## src/rtl/dits_pkg.sv

```systemverilog
// Shared types and constants of the depth image to scan block.
`default_nettype none

package dits_pkg;

	localparam int unsigned MAX_COLUMNS_DEF = 1024;

	// result queue between the arithmetic pipeline and the output channel
	localparam int unsigned OUTQ_DEPTH = 32;
	localparam int unsigned OUTQ_AW    = 5;

	// quotient bits below the saturation point of the lateral offset
	localparam int unsigned QUO_BITS = 15;
	localparam logic [15:0] LATERAL_LIMIT = 16'd32767;

	localparam int unsigned DIV_W = 34;

	typedef enum logic [2:0] {
		CFG_FOCAL_X   = 3'd0,
		CFG_FOCAL_Y   = 3'd1,
		CFG_CENTER_X  = 3'd2,
		CFG_CENTER_Y  = 3'd3,
		CFG_BAND_LOW  = 3'd4,
		CFG_BAND_HIGH = 3'd5,
		CFG_MIN_RANGE = 3'd6
	} cfg_idx_t;

	// pixel request as it enters the column store
	typedef struct packed {
		logic [15:0]        depth;
		logic [9:0]         column;
		logic               row0;
		logic               last;
		logic               gt_min;
		logic signed [34:0] num;
		logic [15:0]        aoff;
		logic               opos;
	} pix_t;

	// completed column handed to the lateral unit
	typedef struct packed {
		logic [9:0]  column;
		logic [15:0] range;
		logic [15:0] aoff;
		logic        opos;
	} scan_req_t;

	// sideband carried along the divider stages
	typedef struct packed {
		logic [9:0]  column;
		logic [15:0] range;
		logic        neg;
		logic        zero;
		logic        sat;
	} div_tag_t;

	typedef struct packed {
		logic [9:0]  column;
		logic [15:0] range;
		logic [15:0] lateral;
		logic        hit;
	} scan_res_t;

endpackage

`default_nettype wire

```

## src/rtl/dits_outq.sv

```systemverilog
// Result queue in front of the scan output channel.
`default_nettype none

module dits_outq (
	input  wire logic                clk,
	input  wire logic                arst_n,
	input  wire logic                push,
	input  wire dits_pkg::scan_res_t din,
	input  wire logic                pop,
	output logic                     not_empty,
	output dits_pkg::scan_res_t      dout
);

	localparam int unsigned AW = dits_pkg::OUTQ_AW;

	dits_pkg::scan_res_t store_q [dits_pkg::OUTQ_DEPTH];
	logic [AW-1:0] wr_ptr_q;
	logic [AW-1:0] rd_ptr_q;
	logic [AW:0]   cnt_q;

	always_ff @(posedge clk) begin
		if (push)
			store_q[wr_ptr_q] <= din;
	end

	always_ff @(posedge clk or negedge arst_n) begin
		if (!arst_n) begin
			wr_ptr_q <= '0;
			rd_ptr_q <= '0;
			cnt_q    <= '0;
		end else begin
			if (push)
				wr_ptr_q <= wr_ptr_q + 1'b1;
			if (pop)
				rd_ptr_q <= rd_ptr_q + 1'b1;
			if (push && !pop)
				cnt_q <= cnt_q + 1'b1;
			else if (pop && !push)
				cnt_q <= cnt_q - 1'b1;
		end
	end

	assign not_empty = (cnt_q != '0);
	assign dout      = store_q[rd_ptr_q];

endmodule

`default_nettype wire

```

## config.mk

```make
export PLATFORM = sky130hd
export DESIGN_NAME = dits_outq
export DESIGN_NICKNAME = d
export VERILOG_FILES = /design/src/rtl/dits_pkg.sv /design/src/rtl/dits_outq.sv
export SDC_FILE = /design/constraint.sdc
export NUM_CORES = 1
export LEC_CHECK = 0
export CELL_PAD_IN_SITES_DETAIL_PLACEMENT = 1
export CELL_PAD_IN_SITES_GLOBAL_PLACEMENT = 2
export CORE_MARGIN = 2
export CORE_UTILIZATION = 30
export CTS_BUF_LIST = sky130_fd_sc_hd__clkbuf_8
export DETAILED_ROUTE_END_ITERATION = 7
export DONT_BUFFER_PORTS = 1
export GPL_TIMING_DRIVEN = 0
export MAX_ROUTING_LAYER = met4
export PLACE_DENSITY = 0.47
export SYNTH_ARGS = -nofsm -noshare
export SYNTH_HDL_FRONTEND = slang
export SYNTH_SLANG_ARGS = --single-unit
```

## constraint.sdc

```tcl
create_clock -name clk -period 4.8 [get_ports clk]
set_input_delay 0.96 -clock clk [delete_from_list [all_inputs] [get_ports clk]]
set_output_delay 0.96 -clock clk [all_outputs]
set_load 0.01 [all_outputs]
```

==> summary.md <==
| Metric | Value |
|---|---|
| Status | `completed` |
| Synth warnings | `0` |
| Die height | `424.2 um` |
| Hold Crit Depth | `0` |
| CP Max Fanout | `10` |
| NumNets Final | `2813` |
| Avg WL per Cell | `30.47 um` |
| Die W | `about 420 um` |
| Final Skew | `0.04002 ns` |
| Reg clk slew, reported paths | `0.06 ns` |
| GP Congestion | `0.7255` |
| Post-synth EDFFs | `1376` |
| Rows | `154` |
| Critical Path Sink Type | `primary output` |
| Fmax | `between 200 and 250 MHz` |
| Pins Over Slew Limit | `0` |
| Hold path startpoint | `din[25]` |
| Cells after Synth | `2372` |
| Top FF cell, synth | `edfxtp_1` |
| DRC Markers | `0` |
| Fin cells | `5287` |
| Slew @ Worst Pin | `1.203 ns` |
| GR Layer Usage met2 | `30.75%` |
| WS Path Type | `flip-flop to primary output` |
| Via count | `26080` |
| Top Usage Layer GRT | `met2` |
| R2R cell count | `7` |
| Antenna violations before repair | `8` |
| Max-slew headroom | `between 10% and 20%` |
| Drt first pass iters | `5` |
| Drt via density | `approximately 4.9` |
| Met1 usage | `23.58%` |
| Worst skew pair latency | `0.97 ns` |
| All-layer global routing usage | `approximately a fifth` |
| I/O Pins | `91` |
| Share of cells above drive strength 1 | `a little over a quarter` |
| Final-layout fill cell count | `17080` |
| Synth Area per Inst | `about 22 um^2` |
| Sequential-to-total area share from yosys stat | `approximately four fifths` |
| Synthesized area | `0.05296 mm^2` |
| Global-route met3 utilization | `3.423%` |
| Flops & latches, synth | `around 1400` |
| Dpl cells | `between 4000 and 5000` |
| WHS | `~0.11 ns` |
| DR iter-0 viols | `2013` |
| Worst Path Buf+Inv | `3` |
| Area Overhead vs Synth | `18.57%` |
| Commonest cells after routing, fill and taps aside | `edfxtp_1, mux4_2, clkbuf_8` |
| CP Launch Type | `flip-flop` |
| Post-synth ARST share | `1.149%` |
| Reg2Reg Launch Point | `wr_ptr_q[0]$_DFFE_PN0P_` |
| Die Area | `0.1799 mm^2` |
| Detail Route Antenna Nets | `0` |
| Max-Cap Viols | `0` |
| Worst EP required | `3.84 ns` |
| Max IR drop VDD | `around 0.32 mV` |
| Initial core utilization | `30.14%` |
| IO buf count | `0` |
| Crit-path cells | `buf_2 > nor2b_1 > buf_2 > clkbuf_2 > a22oi_1 > a21oi_1` |
| Placeable Area | `0.1757 mm^2` |
| Clock sink count | `1392` |
| Final setup fails | `0` |
| CTS root buffer | `clkbuf_8` |
| Final TNS setup | `0 ns` |
| H-tree Lvls | `4` |
| Hold crit path type | `primary input to flip-flop` |
| Most used cell, CP | `buf_2` |
| Final period utilization | `between 90% and 100%` |
| Leakage power | `between 0.02 and 0.025 uW` |
| Inserted Clock Buffers | `235` |
| CP max stage delay | `0.52 ns` |
| Grt ovf | `0` |
| Power per cell area | `560.2 mW/mm^2` |
| Yosys cell types | `39` |
| Placed wire-length estimate | `around 110000 um` |
| Clock Path Buffers | `3` |
| Hold EP | `store_q[31][25]$_DFFE_PP_` |
| Worst Path Arrival | `3.67 ns` |
| Worst path slowest cell | `buf_2` |
| Crit Reg-Reg Endpoint | `store_q[27][7]$_DFFE_PP_` |
| CTS tree | `done` |
| Critical Path Start | `rd_ptr_q[2]$_DFFE_PN0P_` |
| Mapped Nets | `2430` |
| Routed WL | `161100 um` |
| Largest net degree at the start of global routing | `33` |
| Reg2Reg Setup Slack | `2.00 ns` |
| Minimum clock period | `4.631 ns` |
| Commonest non-fill, non-tap cell in the layout | `edfxtp_1` |
| First-pass GRT wire length | `225700 um` |
| Vias in the first global route | `just under 30000` |
| Total Power | `35180 uW` |
| Final hold viol count | `0` |
| CP delay by family, top | `buffers and inverters` |
[state kept, by name (all words and copies together), names as in the netlist]
signal    cells
wr_ptr_q      5
store_q    1376
cnt_q         6
rd_ptr_q      5
[cell usage after synthesis, types with 2 or more instances]
cell | number | share of area (%)
nand2_1 | 14 | 0.099
mux4_2 | 260 | 11
nand4_1 | 3 | 0.035
mux2_2 | 2 | 0.043
xnor2_1 | 8 | 0.13
buf_6 | 20 | 0.43
mux2i_1 | 170 | 3.2
buf_4 | 27 | 0.38
a21oi_1 | 46 | 0.43
o221ai_1 | 43 | 0.71
nor2b_1 | 2 | 0.024
edfxtp_1 | 1376 | 78
ha_1 | 10 | 0.24
a22oi_1 | 43 | 0.61
a21o_1 | 2 | 0.028
a211oi_1 | 84 | 1.2
nor4_1 | 3 | 0.035
clkbuf_1 | 61 | 0.43
nand3b_1 | 3 | 0.043
nor2_1 | 36 | 0.26
buf_2 | 28 | 0.26
o21ai_0 | 8 | 0.076
inv_1 | 4 | 0.028
dfrtp_1 | 16 | 0.76
buf_1 | 2 | 0.014
o22ai_1 | 42 | 0.50
a22o_1 | 42 | 0.69
or3b_2 | 2 | 0.033
nand3_1 | 2 | 0.019
xor2_1 | 4 | 0.066
[layout make-up]
class,count,area (um^2),area share [%]
buffer,139,934.6,1.488
multi-input combinational,837,10740,17.10
sequential,1392,41720,66.43
clock buffer,235,3234,5.150
tap,2340,2928,4.662
antenna,6,15.01,0.02391
clock inverter,188,1018,1.622
inverter,4,15.01,0.02391
timing repair buffer,146,2195,3.495
[through the flow]
step	util [%]	instance area, um^2	setup slack (ns)
6_report	35.74	62800	0.1689
5_1_grt	35.73	62800	-0.007513
4_1_cts	35.72	62780	-0.009191
3_5_place_dp	32.75	57540	-0.2813
3_3_place_gp	31.81	55890	-2.383
2_1_floorplan	-	52960	1.028
[how the worst max path moves through the flow]
stage | endpoint | slack (ns) | cells after the start
finish | dout[2] | 0.17 | 6
global route | dout[37] | -0.008 | 7
detailed placement | dout[37] | -0.28 | 6
global placement | store_q[11][13]$_DFFE_PP_ | -2.38 | 4
CTS | dout[37] | -0.009 | 6
floorplan | store_q[31][0]$_DFFE_PP_ | 1.03 | 4
[metal layers]
metal | vias up | wire length [um] | share of wire, %
li1 | 10980 | - | -
met1 | 14200 | 68560 | 43
met3 | 253 | 7532 | 4.7
met2 | 648 | 81330 | 50
met4 | 0 | 3663 | 2.3
met5 | - | 0 | 0
[kinds of logic after synthesis]
logic type / share of synthesized area [%]
compound gates: 4.278
xor+xnor: 0.1984
fa+ha+maj: 0.2740
buf+inv: 1.557
flops: 78.77
mux: 14.31
simple gates: 0.6119
[where the power goes]
| group | internal [uW] | switching [uW] | total [uW] |
|---|---|---|---|
| Combinational | 4140 | 6960 | 11100 |
| Clock | 4850 | 4900 | 9750 |
| Sequential | 14100 | 191 | 14300 |
[repair_timing]
action	in CTS	in global routing
setup endpoints to repair	43	5
gates resized for setup	74	4
pin swaps	2	0
hold buffers	77	0
endpoints found under the hold margin	900	0
buffers inserted	2	0
cloned	0	0
Power figures use the tool's default switching activity.
