[src/rtl/dits_pkg.sv]
// Shared types and constants of the depth image to scan block.
`default_nettype none

package dits_pkg;

	localparam int unsigned MAX_COLUMNS_DEF = 1024;

	// result queue between the arithmetic pipeline and the output channel
	localparam int unsigned OUTQ_DEPTH = 32;
	localparam int unsigned OUTQ_AW    = 5;

	// quotient bits below the saturation point of the lateral offset
	localparam int unsigned QUO_BITS = 15;
	localparam logic [15:0] LATERAL_LIMIT = 16'd32767;

	localparam int unsigned DIV_W = 34;

	typedef enum logic [2:0] {
		CFG_FOCAL_X   = 3'd0,
		CFG_FOCAL_Y   = 3'd1,
		CFG_CENTER_X  = 3'd2,
		CFG_CENTER_Y  = 3'd3,
		CFG_BAND_LOW  = 3'd4,
		CFG_BAND_HIGH = 3'd5,
		CFG_MIN_RANGE = 3'd6
	} cfg_idx_t;

	// pixel request as it enters the column store
	typedef struct packed {
		logic [15:0]        depth;
		logic [9:0]         column;
		logic               row0;
		logic               last;
		logic               gt_min;
		logic signed [34:0] num;
		logic [15:0]        aoff;
		logic               opos;
	} pix_t;

	// completed column handed to the lateral unit
	typedef struct packed {
		logic [9:0]  column;
		logic [15:0] range;
		logic [15:0] aoff;
		logic        opos;
	} scan_req_t;

	// sideband carried along the divider stages
	typedef struct packed {
		logic [9:0]  column;
		logic [15:0] range;
		logic        neg;
		logic        zero;
		logic        sat;
	} div_tag_t;

	typedef struct packed {
		logic [9:0]  column;
		logic [15:0] range;
		logic [15:0] lateral;
		logic        hit;
	} scan_res_t;

endpackage

`default_nettype wire

[src/rtl/dits_lateral.sv]
// Lateral offset: product, rounding bias and a pipelined restoring divider.
`default_nettype none

module dits_lateral (
	input  wire logic                clk,
	input  wire logic                arst_n,
	input  wire logic                req_valid,
	input  wire dits_pkg::scan_req_t req,
	input  wire logic [15:0]         focal_x,
	output logic                     res_valid,
	output dits_pkg::scan_res_t      res
);

	localparam int unsigned QB = dits_pkg::QUO_BITS;
	localparam int unsigned DW = dits_pkg::DIV_W;

	logic               vld_s3;
	logic [31:0]        mag_s3;
	dits_pkg::div_tag_t tag_s3;

	logic               vld_s4;
	logic [DW-1:0]      num_s4;
	dits_pkg::div_tag_t tag_s4;

	logic               dvld_q [QB+1];
	logic [DW-1:0]      rem_q  [QB+1];
	logic [QB-1:0]      quo_q  [QB+1];
	dits_pkg::div_tag_t dtag_q [QB+1];

	logic                res_vld_q;
	dits_pkg::scan_res_t res_q;

	logic [DW-1:0] den;
	logic [DW-1:0] den_top;
	logic [15:0]   qmag;
	logic [15:0]   lat;

	assign den     = {17'd0, focal_x, 1'b0};
	assign den_top = den << QB;

	always_ff @(posedge clk or negedge arst_n) begin
		if (!arst_n) begin
			vld_s3    <= 1'b0;
			vld_s4    <= 1'b0;
			dvld_q[0] <= 1'b0;
		end else begin
			vld_s3    <= req_valid;
			vld_s4    <= vld_s3;
			dvld_q[0] <= vld_s4;
		end
	end

	always_ff @(posedge clk) begin
		mag_s3        <= {16'd0, req.aoff} * {16'd0, req.range};
		tag_s3.column <= req.column;
		tag_s3.range  <= req.range;
		tag_s3.neg    <= req.opos;
		tag_s3.zero   <= 1'b0;
		tag_s3.sat    <= 1'b0;

		// round half up: (2*mag + f) / (2*f)
		num_s4        <= {1'b0, mag_s3, 1'b0} + {18'd0, focal_x};
		tag_s4.column <= tag_s3.column;
		tag_s4.range  <= tag_s3.range;
		tag_s4.neg    <= tag_s3.neg;
		tag_s4.zero   <= (mag_s3 == 32'd0);
		tag_s4.sat    <= tag_s3.sat;

		// saturate when the quotient reaches the top bit
		rem_q[0]         <= num_s4;
		quo_q[0]         <= '0;
		dtag_q[0].column <= tag_s4.column;
		dtag_q[0].range  <= tag_s4.range;
		dtag_q[0].neg    <= tag_s4.neg;
		dtag_q[0].zero   <= tag_s4.zero;
		dtag_q[0].sat    <= (num_s4 >= den_top);
	end

	for (genvar k = 0; k < QB; k++) begin : g_div
		localparam int unsigned B = QB - 1 - k;
		logic [DW-1:0] dsh;
		logic          trial;

		assign dsh   = den << B;
		assign trial = (rem_q[k] >= dsh);

		always_ff @(posedge clk or negedge arst_n) begin
			if (!arst_n)
				dvld_q[k+1] <= 1'b0;
			else
				dvld_q[k+1] <= dvld_q[k];
		end

		always_ff @(posedge clk) begin
			rem_q[k+1]  <= trial ? (rem_q[k] - dsh) : rem_q[k];
			quo_q[k+1]  <= {quo_q[k][QB-2:0], trial};
			dtag_q[k+1] <= dtag_q[k];
		end
	end

	always_comb begin
		qmag = dtag_q[QB].sat ? dits_pkg::LATERAL_LIMIT : {1'b0, quo_q[QB]};
		if (dtag_q[QB].zero)
			lat = 16'd0;
		else if (dtag_q[QB].neg)
			lat = 16'd0 - qmag;
		else
			lat = qmag;
	end

	always_ff @(posedge clk or negedge arst_n) begin
		if (!arst_n)
			res_vld_q <= 1'b0;
		else
			res_vld_q <= dvld_q[QB];
	end

	always_ff @(posedge clk) begin
		res_q.column  <= dtag_q[QB].column;
		res_q.range   <= dtag_q[QB].range;
		res_q.lateral <= lat;
		res_q.hit     <= (dtag_q[QB].range != 16'd0);
	end

	assign res_valid = res_vld_q;
	assign res       = res_q;

endmodule

`default_nettype wire

[config.mk]
export PLATFORM = sky130hd
export DESIGN_NAME = dits_lateral
export DESIGN_NICKNAME = d
export VERILOG_FILES = /design/src/rtl/dits_pkg.sv /design/src/rtl/dits_lateral.sv
export SDC_FILE = /design/constraint.sdc
export NUM_CORES = 2
export LEC_CHECK = 0
export ABC_AREA = 1
export BUFFER_PORTS_ARGS = -buffer_cell sky130_fd_sc_hd__clkbuf_2
export CORE_MARGIN = 3
export CORE_UTILIZATION = 50
export DETAILED_ROUTE_END_ITERATION = 12
export MAX_ROUTING_LAYER = met4
export PLACE_DENSITY_LB_ADDON = 0.12
export SYNTH_ARGS = -nofsm -noshare
export SYNTH_HDL_FRONTEND = slang
export SYNTH_SLANG_ARGS = --single-unit
[constraint.sdc]
create_clock -name clk -period 6 [get_ports clk]
set_input_delay 0.6 -clock clk [delete_from_list [all_inputs] [get_ports clk]]
set_output_delay 0.6 -clock clk [all_outputs]
set_load 0.01 [all_outputs]
==> parameters.txt <==
Parameter                              Value

Synthesis
  Mapped Nets    8,793
  Top flip-flop cell by instance count after synthesis    sky130_fd_sc_hd__dfxtp_1
  Number of enable flip-flop cells after synthesis    0
  Mean instance size in the synthesized netlist    7.56 µm²
  Synthesized instance count    8,146
  FFs w/ async S/R, synth    1.49%
  Seq cells post-synth    1,277
  Synth cell types    51
  Synth warnings    0
  Sequential fraction of the synthesis area    41.7%
  Cell area after technology mapping    61,600 µm²

Route
  Post-route ant nets    0
  Vias    50,600
  Vias per Instance    5.02
  Post-detailed-route wirelength per cell    16.7 µm
  Total length of routed wires    169,000 µm
  First-pass DRT Iterations    7
  DRC Markers    0
  Detailed Route Iter0 Violations    3,566

CTS
  Sink count of the clock tree    1,277
  Root Buffer    sky130_fd_sc_hd__clkbuf_16
  Clock insertion delay at the later pin of the skew report    770 ps
  TritonCTS clock tree    done
  H-tree levels    4
  Number of buffers between clock root and the deepest sink    3
  Clock input transition at the sequential cells of the worst setup and hold paths    60 ps
  Total CTS buffers    132

Min path
  Hold depth    1
  End of the worst hold path    tag_s3[17]
  Path class of the lowest-slack min-delay path    input port to flop
  Start point of the worst min-delay path    req[31]

Die
  Die span in y    357 µm
  Site row count    128
  Core Footprint    122,000 µm²
  Width of the die    357 µm
  DIE AREA    127,000 µm²
  Starting Density    50.5%
  Io pins    106

Final layout
  Nets    8,993
  Layout area overhead    11.9%
  Filler Cells Inserted    11,700
  Fraction of final layout cells sized beyond drive strength 1    5.61%
  Count of non-filler cells in the finished layout    10,100

Global routing
  Largest net degree at the start of global routing    34
  Vias in the first global route    49,000
  Sum of overflow across all layers after global routing    0
  Antenna violations before repair    4
  Overall global routing resource usage    27.4%
  Global-route wire length before repair    266,000 µm

Timing
  Final critical-path required period    5490 ps
  Max-slew violation count    0
  Final count of negative-setup-slack endpoints    0
  Final hold violation count    0
  Final TNS setup    0 ps
  Fmax    182 MHz
  Worst Clk Skew    41.8 ps
  Period Utilization, post-route    91.4%
  Worst relative slew slack    12.9%
  Setup repair after global routing missed its margin    no
  Worst-margin pin slew    1300 ps

Critical path
  FF-to-FF Start    rem_q[11][17]
  R2r worst-path depth    9
  Setup slack, reg-to-reg    3030 ps
  Top fanout value on the critical path    12
  Arrival time worst endpoint    6150 ps
  Reg-to-Reg End    rem_q[12][26]
  Category of the critical setup timing path    input port to flop
  Launching element type of the critical path    input port
  Kind of end point of the critical path    flop
  Data required time of the worst path    6660 ps

Pwr
  Reported leakage power    35.4 nW
  Post-route total power    42.1 mW
  Worst-case vdd ir drop    0.446 mV
  Cell Pwr Density    612 nW/µm²

Place
  Last weighted congestion value of the routability-driven placer    0.950
  Hpwl dp    133,000 µm
  Total of buffers placed on input and output ports    105
  Post-placement cell count    9,823

Job
  Max cap viols    0

Outcome
  Outcome    complete, no violations
==> registers in the layout, indices dropped and copies added, names as in the netlist, 16 cells and up <==
name,cells
tag_s4,28
res,43
tag_s3,27
quo_q,120
rem_q,510
dtag_q,464
num_s4,34
dvld_q,16
mag_s3,32
==> cell usage after synthesis (all sizes together) (13+ instances only) <==
library cell | instances | area (µm²)
clkbuf | 68 | 255
nand2 | 2654 | 10000
xnor2 | 38 | 333
nor3 | 99 | 512
o21ai | 157 | 805
inv | 1302 | 4890
dfxtp | 1258 | 25200
xor2 | 139 | 1220
o21bai | 35 | 267
nand3 | 446 | 2240
a21oi | 376 | 1950
nor4 | 21 | 131
or2 | 13 | 81.3
buf | 51 | 340
nor2 | 677 | 2600
dfrtp | 19 | 475
nand4 | 133 | 838
ha | 376 | 4700
fa | 209 | 4180
nand3b | 34 | 255
==> cell usage in the layout (no fill, tap or decap), types with 13 or more instances in the layout <==
master | netlist | routed
sky130_fd_sc_hd__nand3_1 | 444 | 444
sky130_fd_sc_hd__o21bai_1 | 34 | 34
sky130_fd_sc_hd__nor2_1 | 661 | 661
sky130_fd_sc_hd__a21oi_2 | 14 | 14
sky130_fd_sc_hd__nor2_2 | 13 | 13
sky130_fd_sc_hd__fa_1 | 209 | 209
sky130_fd_sc_hd__dlygate4sd3_1 | 0 | 14
sky130_fd_sc_hd__clkbuf_16 | 0 | 133
sky130_fd_sc_hd__nand2_1 | 2638 | 2638
sky130_fd_sc_hd__dfrtp_1 | 19 | 19
sky130_fd_sc_hd__nand4_1 | 132 | 132
sky130_fd_sc_hd__dfxtp_1 | 1258 | 1258
sky130_fd_sc_hd__nand3b_1 | 34 | 34
sky130_fd_sc_hd__clkinv_2 | 0 | 19
sky130_fd_sc_hd__xor2_1 | 139 | 139
sky130_fd_sc_hd__a21oi_1 | 361 | 361
sky130_fd_sc_hd__ha_1 | 376 | 376
sky130_fd_sc_hd__inv_1 | 1289 | 1289
sky130_fd_sc_hd__clkbuf_1 | 68 | 22
sky130_fd_sc_hd__clkbuf_2 | 0 | 105
sky130_fd_sc_hd__nor4_1 | 21 | 21
sky130_fd_sc_hd__o21ai_0 | 140 | 140
sky130_fd_sc_hd__clkbuf_8 | 0 | 21
sky130_fd_sc_hd__buf_4 | 11 | 66
sky130_fd_sc_hd__nor3_1 | 97 | 97
sky130_fd_sc_hd__xnor2_1 | 38 | 38
==> area by class of cell <==
cell class                      count  area, µm²  share of cell area, %
Clock inverter                     65       1010                   1.46
Inverter                         1302       4890                   7.10
Antenna cell                        4       10.0                 0.0145
Clock buffer                      176       3700                   5.37
Timing Repair Buffer              185       1160                   1.69
Sequential cell                  1277      25700                   37.2
Tap cell                         1625       2030                   2.95
Multi-Input combinational cell   5448      30400                   44.2
==> power breakdown <==
part	total (mW)	switching (mW)	internal, mW
clock	8.51	3.53	4.98
sequential	12.9	1.83	11.1
combinational	20.8	13.6	7.19
total	42.1	18.9	23.2
==> cell families (layout without fill, tap and decap cells) <==
kind of cell	Yosys count	after routing	share of synthesized area, %
AND/OR/NAND/NOR	4096	4096	27.3
buffers and inverters	1421	1728	8.91
flip-flops	1277	1277	41.7
AO/OA/AOI/OAI	590	590	5.17
adder cells (fa/ha/maj)	585	585	14.4
XOR/XNOR	177	177	2.52
other	0	4	0
==> worst max path at each step <==
stage / from / endpoint / slack (ps) / cells after the start
after floorplan: req[6] / mag_s3[28] / 310 / 20
after global routing: req[32] / mag_s3[29] / 230 / 21
after detailed placement: req[7] / mag_s3[30] / 150 / 20
after global placement: req[23] / mag_s3[29] / 140 / 22
final: req[32] / mag_s3[28] / 510 / 20
after CTS: req[32] / mag_s3[28] / 570 / 20
==> metrics by stage <==
stage	hold slack (ps)	area [µm²]	setup slack, ps	utilization (%)
finish	59.7	68900	514	56.4
global route	19.8	68900	227	56.4
CTS	0.326	68900	572	56.4
detailed placement	312	64000	145	52.5
global placement	310	64000	139	52.5
floorplan	304	61600	307	-
==> worst max-delay path, stage by stage <==
cell and delay [ps]:
sky130_fd_sc_hd__dlygate4sd3_1 530, sky130_fd_sc_hd__clkbuf_2 150, sky130_fd_sc_hd__buf_4 200, sky130_fd_sc_hd__nand2_1 70, sky130_fd_sc_hd__inv_1 50, sky130_fd_sc_hd__fa_1 510
sky130_fd_sc_hd__fa_1 520, sky130_fd_sc_hd__fa_1 520, sky130_fd_sc_hd__fa_1 520, sky130_fd_sc_hd__fa_1 530, sky130_fd_sc_hd__fa_1 520, sky130_fd_sc_hd__ha_1 370
sky130_fd_sc_hd__a21oi_1 280, sky130_fd_sc_hd__a21boi_0 230, sky130_fd_sc_hd__buf_4 150, sky130_fd_sc_hd__nand2_1 50, sky130_fd_sc_hd__a21oi_1 160, sky130_fd_sc_hd__nand2_1 70
sky130_fd_sc_hd__nand2_1 50, sky130_fd_sc_hd__nand2_1 40
==> metal layers <==
metal	up-vias	part of all wire, %	GRT usage, %
met1	23400	46	36.3
met3	271	5.5	4.09
met5	-	0	-
met4	0	3.1	8.15
met2	1321	46	43.7
li1	25600	-	-
==> what timing repair did <==
action,in CTS,in global routing
hold endpoints to repair,32,0
buffers inserted,0,0
setup endpoints to repair,0,0
hold buffers,14,0
gates resized for setup,0,0
Note: power is estimated with default switching activity, not from simulation.
